## src/hdl/sfm_pkg.sv

```systemverilog
// Shared types and codes for the substring first-match unit.
package sfm_pkg;

   localparam int CMD_W      = 2;
   localparam int VALUE_W    = 16;
   localparam int SLOT_W     = 4;
   localparam int LENGTH_W   = 5;
   localparam int POS_OUT_W  = 32;
   localparam int CSR_IDX_W  = 1;
   localparam int CSR_DATA_W = 5;

   // item commands
   localparam logic [CMD_W-1:0] CMD_LOAD = 2'd0;
   localparam logic [CMD_W-1:0] CMD_HAY  = 2'd1;
   localparam logic [CMD_W-1:0] CMD_END  = 2'd2;

   // register indexes
   localparam logic [CSR_IDX_W-1:0] REG_NEEDLE_LENGTH = 1'd0;
   localparam logic [CSR_IDX_W-1:0] REG_HALFWORD_MODE = 1'd1;

   typedef enum logic [1:0] {
      ST_IDLE,
      ST_SCAN,
      ST_CHECK
   } state_type;

   typedef struct packed {
      logic take_load;
      logic take_hay;
      logic take_end;
      logic issue;
      logic finish;
   } ctrl_cmd_type;

   typedef struct packed {
      logic scan_needed;
      logic last_issue;
      logic rsp_free;
   } dp_status_type;

endpackage

```

## src/hdl/sfm_ctrl.sv

```systemverilog
// Controller state machine: item acceptance and compare sequencing.
module sfm_ctrl (
   input  logic                        clock,
   input  logic                        reset,
   input  logic                        req_valid,
   input  logic [sfm_pkg::CMD_W-1:0]   req_cmd,
   output logic                        req_stall,
   input  sfm_pkg::dp_status_type      status,
   output sfm_pkg::ctrl_cmd_type       ctrl
);

   sfm_pkg::state_type state_ff;
   sfm_pkg::state_type state_in;
   logic               idle;
   logic               hay_taken;

   assign idle      = (state_ff == sfm_pkg::ST_IDLE);
   assign hay_taken = idle && req_valid && (req_cmd == sfm_pkg::CMD_HAY);

   always_ff @(posedge clock) begin
      if (reset) begin
         state_ff <= sfm_pkg::ST_IDLE;
      end else begin
         state_ff <= state_in;
      end
   end

   always_comb begin
      state_in = state_ff;
      unique case (state_ff)
         sfm_pkg::ST_IDLE: begin
            if (hay_taken && status.scan_needed) state_in = sfm_pkg::ST_SCAN;
         end
         sfm_pkg::ST_SCAN: begin
            if (status.last_issue) state_in = sfm_pkg::ST_CHECK;
         end
         sfm_pkg::ST_CHECK: begin
            state_in = sfm_pkg::ST_IDLE;
         end
         default: begin
            state_in = sfm_pkg::ST_IDLE;
         end
      endcase
   end

   always_comb begin
      ctrl      = '0;
      req_stall = 1'b1;
      unique case (state_ff)
         sfm_pkg::ST_IDLE: begin
            // an end item waits until the output register can take its result
            req_stall      = (req_cmd == sfm_pkg::CMD_END) && !status.rsp_free;
            ctrl.take_load = req_valid && (req_cmd == sfm_pkg::CMD_LOAD);
            ctrl.take_hay  = hay_taken;
            ctrl.take_end  = req_valid && (req_cmd == sfm_pkg::CMD_END) && status.rsp_free;
         end
         sfm_pkg::ST_SCAN: begin
            ctrl.issue = 1'b1;
         end
         sfm_pkg::ST_CHECK: begin
            ctrl.finish = 1'b1;
         end
         default: begin
            req_stall = 1'b1;
         end
      endcase
   end

endmodule

```

## src/hdl/sfm_datapath.sv

```systemverilog
// Datapath: needle store, window buffer, element compare, match state and result register.
module sfm_datapath #(
   parameter int MAX_NEEDLE    = 16,
   parameter int POSITION_BITS = 32
) (
   input  logic                             clock,
   input  logic                             reset,
   input  logic                             csr_we,
   input  logic [sfm_pkg::CSR_IDX_W-1:0]    csr_index,
   input  logic [sfm_pkg::CSR_DATA_W-1:0]   csr_data,
   input  logic [sfm_pkg::VALUE_W-1:0]      req_value,
   input  logic [sfm_pkg::SLOT_W-1:0]       req_slot,
   input  sfm_pkg::ctrl_cmd_type            ctrl,
   output sfm_pkg::dp_status_type           status,
   input  logic                             rsp_stall,
   output logic                             rsp_valid,
   output logic                             rsp_found,
   output logic [sfm_pkg::POS_OUT_W-1:0]    rsp_position
);

   localparam int IDX_W = (MAX_NEEDLE > 1) ? $clog2(MAX_NEEDLE) : 1;
   localparam int LEN_W = $clog2(MAX_NEEDLE + 1);
   localparam int CW    = POSITION_BITS + LEN_W;
   localparam logic [IDX_W-1:0] LAST_IDX = IDX_W'(MAX_NEEDLE - 1);

   logic [sfm_pkg::VALUE_W-1:0]  needle_mem [MAX_NEEDLE];
   logic [sfm_pkg::VALUE_W-1:0]  window_mem [MAX_NEEDLE];
   logic [sfm_pkg::VALUE_W-1:0]  needle_rd_ff;
   logic [sfm_pkg::VALUE_W-1:0]  window_rd_ff;

   logic [sfm_pkg::LENGTH_W-1:0] needle_length_ff, needle_length_in;
   logic                         halfword_ff, halfword_in;
   logic [IDX_W-1:0]             head_ff, head_in;
   logic [POSITION_BITS-1:0]     count_ff, count_in;
   logic                         match_seen_ff, match_seen_in;
   logic [POSITION_BITS-1:0]     match_start_ff, match_start_in;
   logic [IDX_W-1:0]             rd_ptr_ff, rd_ptr_in;
   logic [IDX_W-1:0]             idx_ff, idx_in;
   logic                         mismatch_ff, mismatch_in;
   logic                         rd_valid_ff, rd_valid_in;
   logic                         rsp_valid_ff, rsp_valid_in;
   logic                         rsp_found_ff, rsp_found_in;
   logic [sfm_pkg::POS_OUT_W-1:0] rsp_position_ff, rsp_position_in;

   logic [LEN_W-1:0]             used_len;
   logic [IDX_W-1:0]             len_m1;
   logic [IDX_W-1:0]             head_next;
   logic [IDX_W-1:0]             start_ptr;
   logic [IDX_W-1:0]             slot_idx;
   logic                         slot_ok;
   logic                         count_full;
   logic [POSITION_BITS-1:0]     count_next;
   logic                         elem_diff;
   logic                         hit;

   assign used_len = (int'(needle_length_ff) > MAX_NEEDLE) ? LEN_W'(MAX_NEEDLE)
                                                            : LEN_W'(needle_length_ff);
   assign len_m1     = IDX_W'(used_len - 1'b1);
   assign head_next  = (head_ff == LAST_IDX) ? '0 : head_ff + 1'b1;
   assign count_full = &count_ff;
   assign count_next = count_ff + 1'b1;
   assign slot_idx   = IDX_W'(req_slot);
   assign slot_ok    = (int'(req_slot) < MAX_NEEDLE);

   // oldest element of the compare window, in circular buffer order
   always_comb begin
      if (head_next >= len_m1) begin
         start_ptr = head_next - len_m1;
      end else begin
         start_ptr = IDX_W'({1'b0, head_next} + (IDX_W + 1)'(MAX_NEEDLE) - {1'b0, len_m1});
      end
   end

   assign elem_diff = halfword_ff ? (needle_rd_ff != window_rd_ff)
                                  : (needle_rd_ff[7:0] != window_rd_ff[7:0]);
   assign hit       = !mismatch_ff && !(rd_valid_ff && elem_diff);

   assign status.scan_needed = !count_full && !match_seen_ff && (used_len != '0)
                               && (CW'(count_next) >= CW'(used_len));
   assign status.last_issue  = (idx_ff == len_m1);
   assign status.rsp_free    = !rsp_valid_ff || !rsp_stall;

   // needle store: written by load items, read one entry per compare step
   always_ff @(posedge clock) begin
      if (ctrl.take_load && slot_ok) needle_mem[slot_idx] <= req_value;
      if (ctrl.issue) needle_rd_ff <= needle_mem[idx_ff];
   end

   // window of the newest haystack elements as a circular buffer
   always_ff @(posedge clock) begin
      if (ctrl.take_hay && !count_full) window_mem[head_next] <= req_value;
      if (ctrl.issue) window_rd_ff <= window_mem[rd_ptr_ff];
   end

   always_comb begin
      needle_length_in = needle_length_ff;
      halfword_in      = halfword_ff;
      head_in          = head_ff;
      count_in         = count_ff;
      match_seen_in    = match_seen_ff;
      match_start_in   = match_start_ff;
      rd_ptr_in        = rd_ptr_ff;
      idx_in           = idx_ff;
      mismatch_in      = mismatch_ff;
      rd_valid_in      = ctrl.issue;
      rsp_valid_in     = rsp_valid_ff;
      rsp_found_in     = rsp_found_ff;
      rsp_position_in  = rsp_position_ff;

      if (csr_we) begin
         unique case (csr_index)
            sfm_pkg::REG_NEEDLE_LENGTH: needle_length_in = csr_data[sfm_pkg::LENGTH_W-1:0];
            sfm_pkg::REG_HALFWORD_MODE: halfword_in      = csr_data[0];
            default: ;
         endcase
      end

      if (rd_valid_ff && elem_diff) mismatch_in = 1'b1;

      // saturated count: element dropped
      if (ctrl.take_hay && !count_full) begin
         head_in     = head_next;
         count_in    = count_next;
         rd_ptr_in   = start_ptr;
         idx_in      = '0;
         mismatch_in = 1'b0;
      end

      if (ctrl.issue) begin
         rd_ptr_in = (rd_ptr_ff == LAST_IDX) ? '0 : rd_ptr_ff + 1'b1;
         idx_in    = idx_ff + 1'b1;
      end

      if (ctrl.finish && hit) begin
         match_seen_in  = 1'b1;
         match_start_in = POSITION_BITS'(CW'(count_ff) - CW'(used_len));
      end

      if (rsp_valid_ff && !rsp_stall) rsp_valid_in = 1'b0;

      if (ctrl.take_end) begin
         rsp_valid_in = 1'b1;
         if (used_len == '0) begin
            rsp_found_in    = 1'b1;
            rsp_position_in = '0;
         end else if (match_seen_ff) begin
            rsp_found_in    = 1'b1;
            rsp_position_in = sfm_pkg::POS_OUT_W'(match_start_ff);
         end else begin
            rsp_found_in    = 1'b0;
            rsp_position_in = sfm_pkg::POS_OUT_W'(count_ff);
         end
         count_in       = '0;
         match_seen_in  = 1'b0;
         match_start_in = '0;
      end
   end

   always_ff @(posedge clock) begin
      if (reset) begin
         needle_length_ff <= '0;
         halfword_ff      <= 1'b0;
         head_ff          <= '0;
         count_ff         <= '0;
         match_seen_ff    <= 1'b0;
         match_start_ff   <= '0;
         mismatch_ff      <= 1'b0;
         rd_valid_ff      <= 1'b0;
         rsp_valid_ff     <= 1'b0;
      end else begin
         needle_length_ff <= needle_length_in;
         halfword_ff      <= halfword_in;
         head_ff          <= head_in;
         count_ff         <= count_in;
         match_seen_ff    <= match_seen_in;
         match_start_ff   <= match_start_in;
         mismatch_ff      <= mismatch_in;
         rd_valid_ff      <= rd_valid_in;
         rsp_valid_ff     <= rsp_valid_in;
      end
   end

   always_ff @(posedge clock) begin
      rd_ptr_ff       <= rd_ptr_in;
      idx_ff          <= idx_in;
      rsp_found_ff    <= rsp_found_in;
      rsp_position_ff <= rsp_position_in;
   end

   assign rsp_valid    = rsp_valid_ff;
   assign rsp_found    = rsp_found_ff;
   assign rsp_position = rsp_position_ff;

endmodule

```

## src/hdl/substring_first_match_unit.sv

```systemverilog
// Top level of the substring first-match unit: controller plus datapath.
//
// Finds the first occurrence of a loaded needle in a streamed haystack. Load,
// end and unused-command items are taken in the idle state and start no compare.
// A haystack item starts none when no compare is due (match already found, empty
// needle, fewer elements than the needle, or saturated count); otherwise new items
// are stalled while the last L elements are compared, L being needle_length clamped
// to MAX_NEEDLE: the window is compared with the needle one element per cycle
// through the single read ports of the needle store and the window buffer, and a
// check state then settles the verdict. An end item is held while an unread result
// sits in the output register. No clearing pass follows reset.
module substring_first_match_unit #(
   parameter int MAX_NEEDLE    = 16,
   parameter int POSITION_BITS = 32
) (
   input  logic                              clock,
   input  logic                              reset,
   input  logic                              csr_we,
   input  logic [sfm_pkg::CSR_IDX_W-1:0]     csr_index,
   input  logic [sfm_pkg::CSR_DATA_W-1:0]    csr_data,
   input  logic                              req_valid,
   output logic                              req_stall,
   input  logic [sfm_pkg::CMD_W-1:0]         req_cmd,
   input  logic [sfm_pkg::VALUE_W-1:0]       req_value,
   input  logic [sfm_pkg::SLOT_W-1:0]        req_slot,
   output logic                              rsp_valid,
   input  logic                              rsp_stall,
   output logic                              rsp_found,
   output logic [sfm_pkg::POS_OUT_W-1:0]     rsp_position
);

   sfm_pkg::ctrl_cmd_type  ctrl;
   sfm_pkg::dp_status_type status;

   sfm_ctrl u_ctrl (
      .clock     (clock),
      .reset     (reset),
      .req_valid (req_valid),
      .req_cmd   (req_cmd),
      .req_stall (req_stall),
      .status    (status),
      .ctrl      (ctrl)
   );

   sfm_datapath #(
      .MAX_NEEDLE    (MAX_NEEDLE),
      .POSITION_BITS (POSITION_BITS)
   ) u_datapath (
      .clock        (clock),
      .reset        (reset),
      .csr_we       (csr_we),
      .csr_index    (csr_index),
      .csr_data     (csr_data),
      .req_value    (req_value),
      .req_slot     (req_slot),
      .ctrl         (ctrl),
      .status       (status),
      .rsp_stall    (rsp_stall),
      .rsp_valid    (rsp_valid),
      .rsp_found    (rsp_found),
      .rsp_position (rsp_position)
   );

endmodule

```

## config.mk

```make
export PLATFORM = sky130hd
export DESIGN_NAME = substring_first_match_unit
export DESIGN_NICKNAME = d
export VERILOG_FILES = /design/src/hdl/sfm_pkg.sv /design/src/hdl/sfm_ctrl.sv /design/src/hdl/sfm_datapath.sv /design/src/hdl/substring_first_match_unit.sv
export SDC_FILE = /design/constraint.sdc
export NUM_CORES = 1
export LEC_CHECK = 0
export ABC_CLOCK_PERIOD_IN_PS = 3700
export BUFFER_PORTS_ARGS = -buffer_cell sky130_fd_sc_hd__clkbuf_2
export CORE_MARGIN = 4
export CORE_UTILIZATION = 35
export CTS_BUF_LIST = sky130_fd_sc_hd__clkbuf_2
export DETAILED_ROUTE_END_ITERATION = 12
export PLACE_DENSITY = 0.59
export SETUP_SLACK_MARGIN = 0.02
export SKIP_CTS_REPAIR_TIMING = 1
export SLEW_MARGIN = 10
export SYNTH_ARGS = -nofsm -noshare
export SYNTH_HDL_FRONTEND = slang
export SYNTH_SLANG_ARGS = --single-unit
```

## constraint.sdc

```tcl
create_clock -name clock -period 3.7 [get_ports clock]
set_clock_uncertainty 0.2 [all_clocks]
set_input_delay 0.74 -clock clock [delete_from_list [all_inputs] [get_ports clock]]
set_output_delay 0.74 -clock clock [all_outputs]
set_load 0.1 [all_outputs]
```

---- Yosys cells after proc, flatten, opt, wreduce, memory -nomap -nowiden ----
Memory sizes are Yosys's and may differ from the RTL's. A register that Yosys moved wholly into a read port is not among the register bits.
Index checks and enable logic that the tools add are counted.
word-level totals
  RAM bits ................................ 512
  output and inout port bits .............. 35
  logic and storage cells ................. 99
  input bits .............................. 33
  bits in registers ....................... 121
  memories ................................ 2
cells by class
  $lt $le $gt $ge ......................... 3
  equality and inequality tests ........... 11
  reduce and logical (&&, ||, !) cells .... 35
  muxes and demuxes ....................... 24
  $add $sub $neg .......................... 9
  bitwise logic cells ..................... 1
memory list
  name                   depth  bits a word  read ports  clocked after Yosys merged registers in  write ports  RTL line            text
  u_datapath.needle_mem  16     16           1           1                                        1            sfm_datapath.sv:26  logic [sfm_pkg::VALUE_W-1:0] needle_mem [MAX_NEEDLE];
  u_datapath.window_mem  16     16           1           1                                        1            sfm_datapath.sv:27  logic [sfm_pkg::VALUE_W-1:0] window_mem [MAX_NEEDLE];
operators with widths
  kind                                                                   number
  32-bit by 1-bit adder with 32-bit output, second input constant        1
  32-bit by 5-bit greater-or-equal comparator with 1-bit output          1
  32-bit 2-to-1 mux                                                      1
  32-bit AND reduction                                                   1
  32-bit by 5-bit subtractor with 32-bit output                          1
  4-bit 2-to-1 mux                                                       7
  4-bit by 1-bit adder with 4-bit output, second input constant          4
  16-bit inequality test                                                 1
  1-bit logical AND                                                      15
  1-bit 2-to-1 mux                                                       11
  4-bit equality test, second input constant                             2
  8-bit inequality test                                                  1
  4-bit subtractor                                                       2
  1-bit logical NOT                                                      7
  2-bit AND reduction                                                    3
  5-bit > comparator, second input constant                              1
  5-bit logical NOT                                                      1
  5-bit 2-to-1 mux                                                       1
  5-bit nonzero test                                                     1
  2-bit by 1-bit equality test with 1-bit output, second input constant  2
  2-bit equality test, second input constant                             2
  4-bit equality test                                                    1
  4-bit greater-or-equal comparator                                      1
  2-bit logical NOT                                                      2
  9 further kinds                                                        13

---- Depth between registers and ports, before layout ----
  depth after elaboration ................. 8
  mapped depth ............................ 11
  mapped depth without buffers ............ 11

---- By module ----
From an unflattened synthesis, not the netlist that was laid out.
unflattened totals
  cells, all modules ...................... 1,566
  area, all modules ....................... 27,252.4 um2
modules (own cells, without submodules)
  module        cells an instance  instances  area an instance (um2)  seq. area each (um2)
  sfm_datapath  1,549              1          27,113.5                19,128.3
  sfm_ctrl      17                 1          138.9                   40.0

---- Least setup slack after synthesis ----
OpenSTA, ideal clock, no wires.
  path kind ............................... reg-to-output
  start ................................... reg u_datapath.rsp_valid_ff, in the netlist u_datapath.rsp_valid
  end ..................................... out req_stall
  path buffers ............................ 0
  path slack .............................. -0.520 ns
  data required time ...................... 2.760 ns
  cell stages (with the launch flop) ...... 3
  data arrival time ....................... 3.280 ns
  path through ............................ dfxtp_1 -> nand2_1 -> o21ai_0
on the way
  longest elaborated chain between the ends .. 5
RTL lines
  what                    RTL line                          text
  from (decl)             sfm_datapath.sv:41                logic rsp_valid_ff, rsp_valid_in;
  from (signal assigned)  sfm_datapath.sv:179               rsp_valid_ff <= rsp_valid_in;
  1-bit logical NOT       sfm_datapath.sv:81                assign status.rsp_free = !rsp_valid_ff || !rsp_stall;
  1-bit logical OR        sfm_datapath.sv:81
  1-bit logical NOT       sfm_ctrl.sv:52                    req_stall = (req_cmd == sfm_pkg::CMD_END) && !status.rsp_free;
  1-bit logical AND       sfm_ctrl.sv:52
  1-bit 2-to-1 mux        sfm_ctrl.sv:49                    unique case (state_ff)
  to (decl)               substring_first_match_unit.sv:22  output logic req_stall,
No other way between the ends.

---- Final worst setup path ----
  start ................................... reg u_ctrl.state_ff[0]
  end ..................................... out req_stall
on the way
  longest elaborated chain between the ends .. 2
RTL lines
  what                    RTL line        text
  from (decl)             sfm_ctrl.sv:12  sfm_pkg::state_type state_ff;
  from (signal assigned)  sfm_ctrl.sv:22  state_ff <= sfm_pkg::ST_IDLE;
  from (signal assigned)  sfm_ctrl.sv:24  state_ff <= state_in;
  2-bit logical NOT       sfm_ctrl.sv:49
  1-bit 2-to-1 mux        sfm_ctrl.sv:49
No other way between the ends.

==> run_results.csv <==
group,metric,value,unit
sta,final_hold_viol_count,0,
clocking,clock_latency,1.34,ns
synth,syn-instance-count,1657,
sta,worst_slew_pin_slew,1.11,ns
clocking,cts_tree,"done",
place,gp_congestion,0.796,
grt,grt_max_degree,65,
clocking,cts.sinks,665,
synth,synth_area_leaders,"edfxtp_1 64%, mux4_2 9.2%, dfxtp_1 5.9%",
pwr,pwr_density_cell,451,mW/mm2
setup_path,cp_cell_sequence,"nor2_1, o21ai_1, clkbuf_2",
sta,period_needed,3.35,ns
floorplan,start_util,35.3,%
grt,grt_pass1_wl,94800,um
synth,synth.avg_cell_area,16.5,um2
finish,nets,1957,
sta,slew_headroom,26.0,%
flow_run,drv_cap,0,
floorplan,pin_count,68,
finish,fillCellCount,7143,
synth,ys_types,59,
setup_path,worst-path-buf-inv,1,
setup_path,crit_type,"reg2out",
setup_path,start_kind,"flop",
detailed_routing,drtAntennaViolNets,0,
synth,synthArstFlopShare,0,%
detailed_routing,drcViolationCount,0,
setup_path,cp-end-kind,"primary output",
sta,setup_violations,0,
setup_path,path_max_fanout,3,
setup_path,cpPeakStageDelay,0.39,ns
sta,setup_slack,0.347,ns
floorplan,chipHeight,287,um
clocking,clk_path_buf_depth,3,
place,dp_slack,0.394,ns
synth,synth_commonest_cells,"585 x edfxtp_1, 132 x nor2_1, 112 x mux4_2, 105 x mux2i_1, 92 x clkbuf_1",
detailed_routing,wirelength,63600,um
place,dp_hpwl,39300,um
clocking,cts_buffers,164,
synth,syn_nets,1715,
sta,tns,0,ns
place,postPlaceCellArea,0.0292,mm2
detailed_routing,dr.first_iter.drc_count,1413,
synth,synth_ff_type,"edfxtp_1",
outcome,status,"complete, no violations",
synth,syn-cell-area,0.0273,mm2
setup_path,critical-path-top-delay-family,"buffers and inverters",
floorplan,dieArea,0.0825,mm2
detailed_routing,via_per_inst,5.03,
sta,worst_hold_slack,0.108,ns
finish,area_growth,14.1,%
floorplan,rows,102,
detailed_routing,vias,15400,
grt,grt-ovfl-total,0,
sta,rsz0062_at_grt,"false",
finish,design_area,0.0311,mm2
sta,clock.fmax,298,MHz
grt,track_usage,15.4,%
setup_path,critPathSlowestCell,"clkbuf_2",
hold_path,hp-class,"in2reg",
grt,antenna_found_initial,2,
setup_path,cp.required,2.76,ns
synth,synth_edf_count,585,
setup_path,cp.arrival,2.41,ns
synth,yosysSeqAreaShare,70.2,%
clocking,htreeDepth,4,
grt,grt_pass1_vias,15300,
synth,yosys_warnings,0,
clocking,clkTransAtPathRegs,0.11,ns
pwr,power.total,14.0,mW
detailed_routing,firstDrtPassIters,5,
pwr,p_leak,10.5,nW
place,io_buffers,67,
floorplan,core_area,0.0773,mm2
synth,yosys.cell_count.top_type,"edfxtp_1",
pwr,vdd_drop_max,0.201,mV
synth,synth.top_cell.area_share,64.4,%
detailed_routing,wire_per_inst,20.8,um
synth,ys_ff_latch,665,
sta,slew_viol_final,0,
floorplan,die_w,287,um
finish,drive_gt1_share,25.8,%
synth,yosys.area.top_type,"edfxtp_1",
sta,fin_crit_sh,90.6,%
clocking,root_buffer,"clkbuf_2",
-- kinds of logic after synthesis --
family / after synthesis / synth area share (%)
flops: 665 / 70.2
simple gates: 359 / 6.50
mux: 217 / 13.1
compound gates: 169 / 4.10
buf+inv: 125 / 1.77
xor+xnor: 97 / 3.11
fa+ha+maj: 25 / 1.20
-- cell usage in the layout (no fill, tap or decap), drive strengths merged, types with 16 or more instances in the layout --
| cell type | netlist | final |
|---|---|---|
| nor2 | 132 | 132 |
| a211oi | 20 | 20 |
| a22oi | 16 | 16 |
| o21ai | 47 | 47 |
| ha | 23 | 23 |
| dfxtp | 80 | 80 |
| mux4 | 112 | 112 |
| inv | 16 | 19 |
| mux2i | 105 | 105 |
| xnor2 | 57 | 57 |
| nand4 | 16 | 16 |
| xor2 | 40 | 40 |
| edfxtp | 585 | 585 |
| clkbuf | 92 | 304 |
| dlygate4sd3 | 0 | 49 |
| nor3 | 35 | 35 |
| nand2 | 57 | 57 |
| nand3 | 23 | 23 |
| buf | 16 | 68 |
| a221oi | 32 | 32 |
| clkinv | 1 | 36 |
| a21oi | 32 | 32 |
| and2 | 22 | 22 |
-- per-layer routing --
metal	vias up	GRT usage [%]	share of wire [%]
met2	473	24.4	48
met3	84	3.77	5.9
met5	-	0	0
li1	7060	-	-
met1	7784	20.9	45
met4	0	5.07	1.6
-- state kept, by name, indices dropped and copies added (netlist names), 5 cells and up --
| signal | cells |
|---|---|
| u_datapath.window_rd_ff | 16 |
| u_datapath.count_ff | 32 |
| u_datapath.match_start_ff | 32 |
| u_datapath.needle_rd_ff | 16 |
| u_datapath.window_mem | 256 |
| u_datapath.needle_length_ff | 5 |
| u_datapath.rsp_position | 32 |
| u_datapath.needle_mem | 256 |
-- worst paths after layout --
kind | start | endpoint | slack [ns] | cells after the start
hold reg to reg | u_datapath.match_start_ff[9] | u_datapath.match_start_ff[9] | 0.30 | 2
hold / removal | csr_index | u_datapath.halfword_ff | 0.11 | 5
setup / recovery | u_ctrl.state_ff[0] | req_stall | 0.35 | 3
setup reg to reg | u_datapath.needle_length_ff[4] | u_datapath.match_start_ff[28] | 0.41 | 9
-- stage by stage --
step	util (%)	cells
floorplan	-	1657
global placement	37.7	2724
detailed placement	37.7	2724
CTS	39.6	3007
global route	40.3	3062
finish	40.3	3062
-- tightest hold or removal path, stage by stage --
cell and delay, ns:
clkbuf_2 0.11, nand2_1 0.05, nand2_1 0.05, a21oi_1 0.05, dlygate4sd3_1 0.54
-- final cells by class --
class	instances	area (um2)	area share [%]
Multi-Input combinational cell	867	7680	24.7
Tap cell	1040	1300	4.18
Clock inverter	46	303	0.972
Timing Repair Buffer	184	1420	4.57
Antenna cell	6	15.0	0.0482
Sequential cell	665	19200	61.5
Inverter	17	63.8	0.205
Clock buffer	237	1190	3.81
-- report_power, final --
part | switching (mW) | total (mW) | internal (mW)
registers | 0.0277 | 8.23 | 8.20
logic | 0.612 | 0.953 | 0.341
clock network | 2.91 | 4.85 | 1.94
Power figures use the tool's default switching activity.
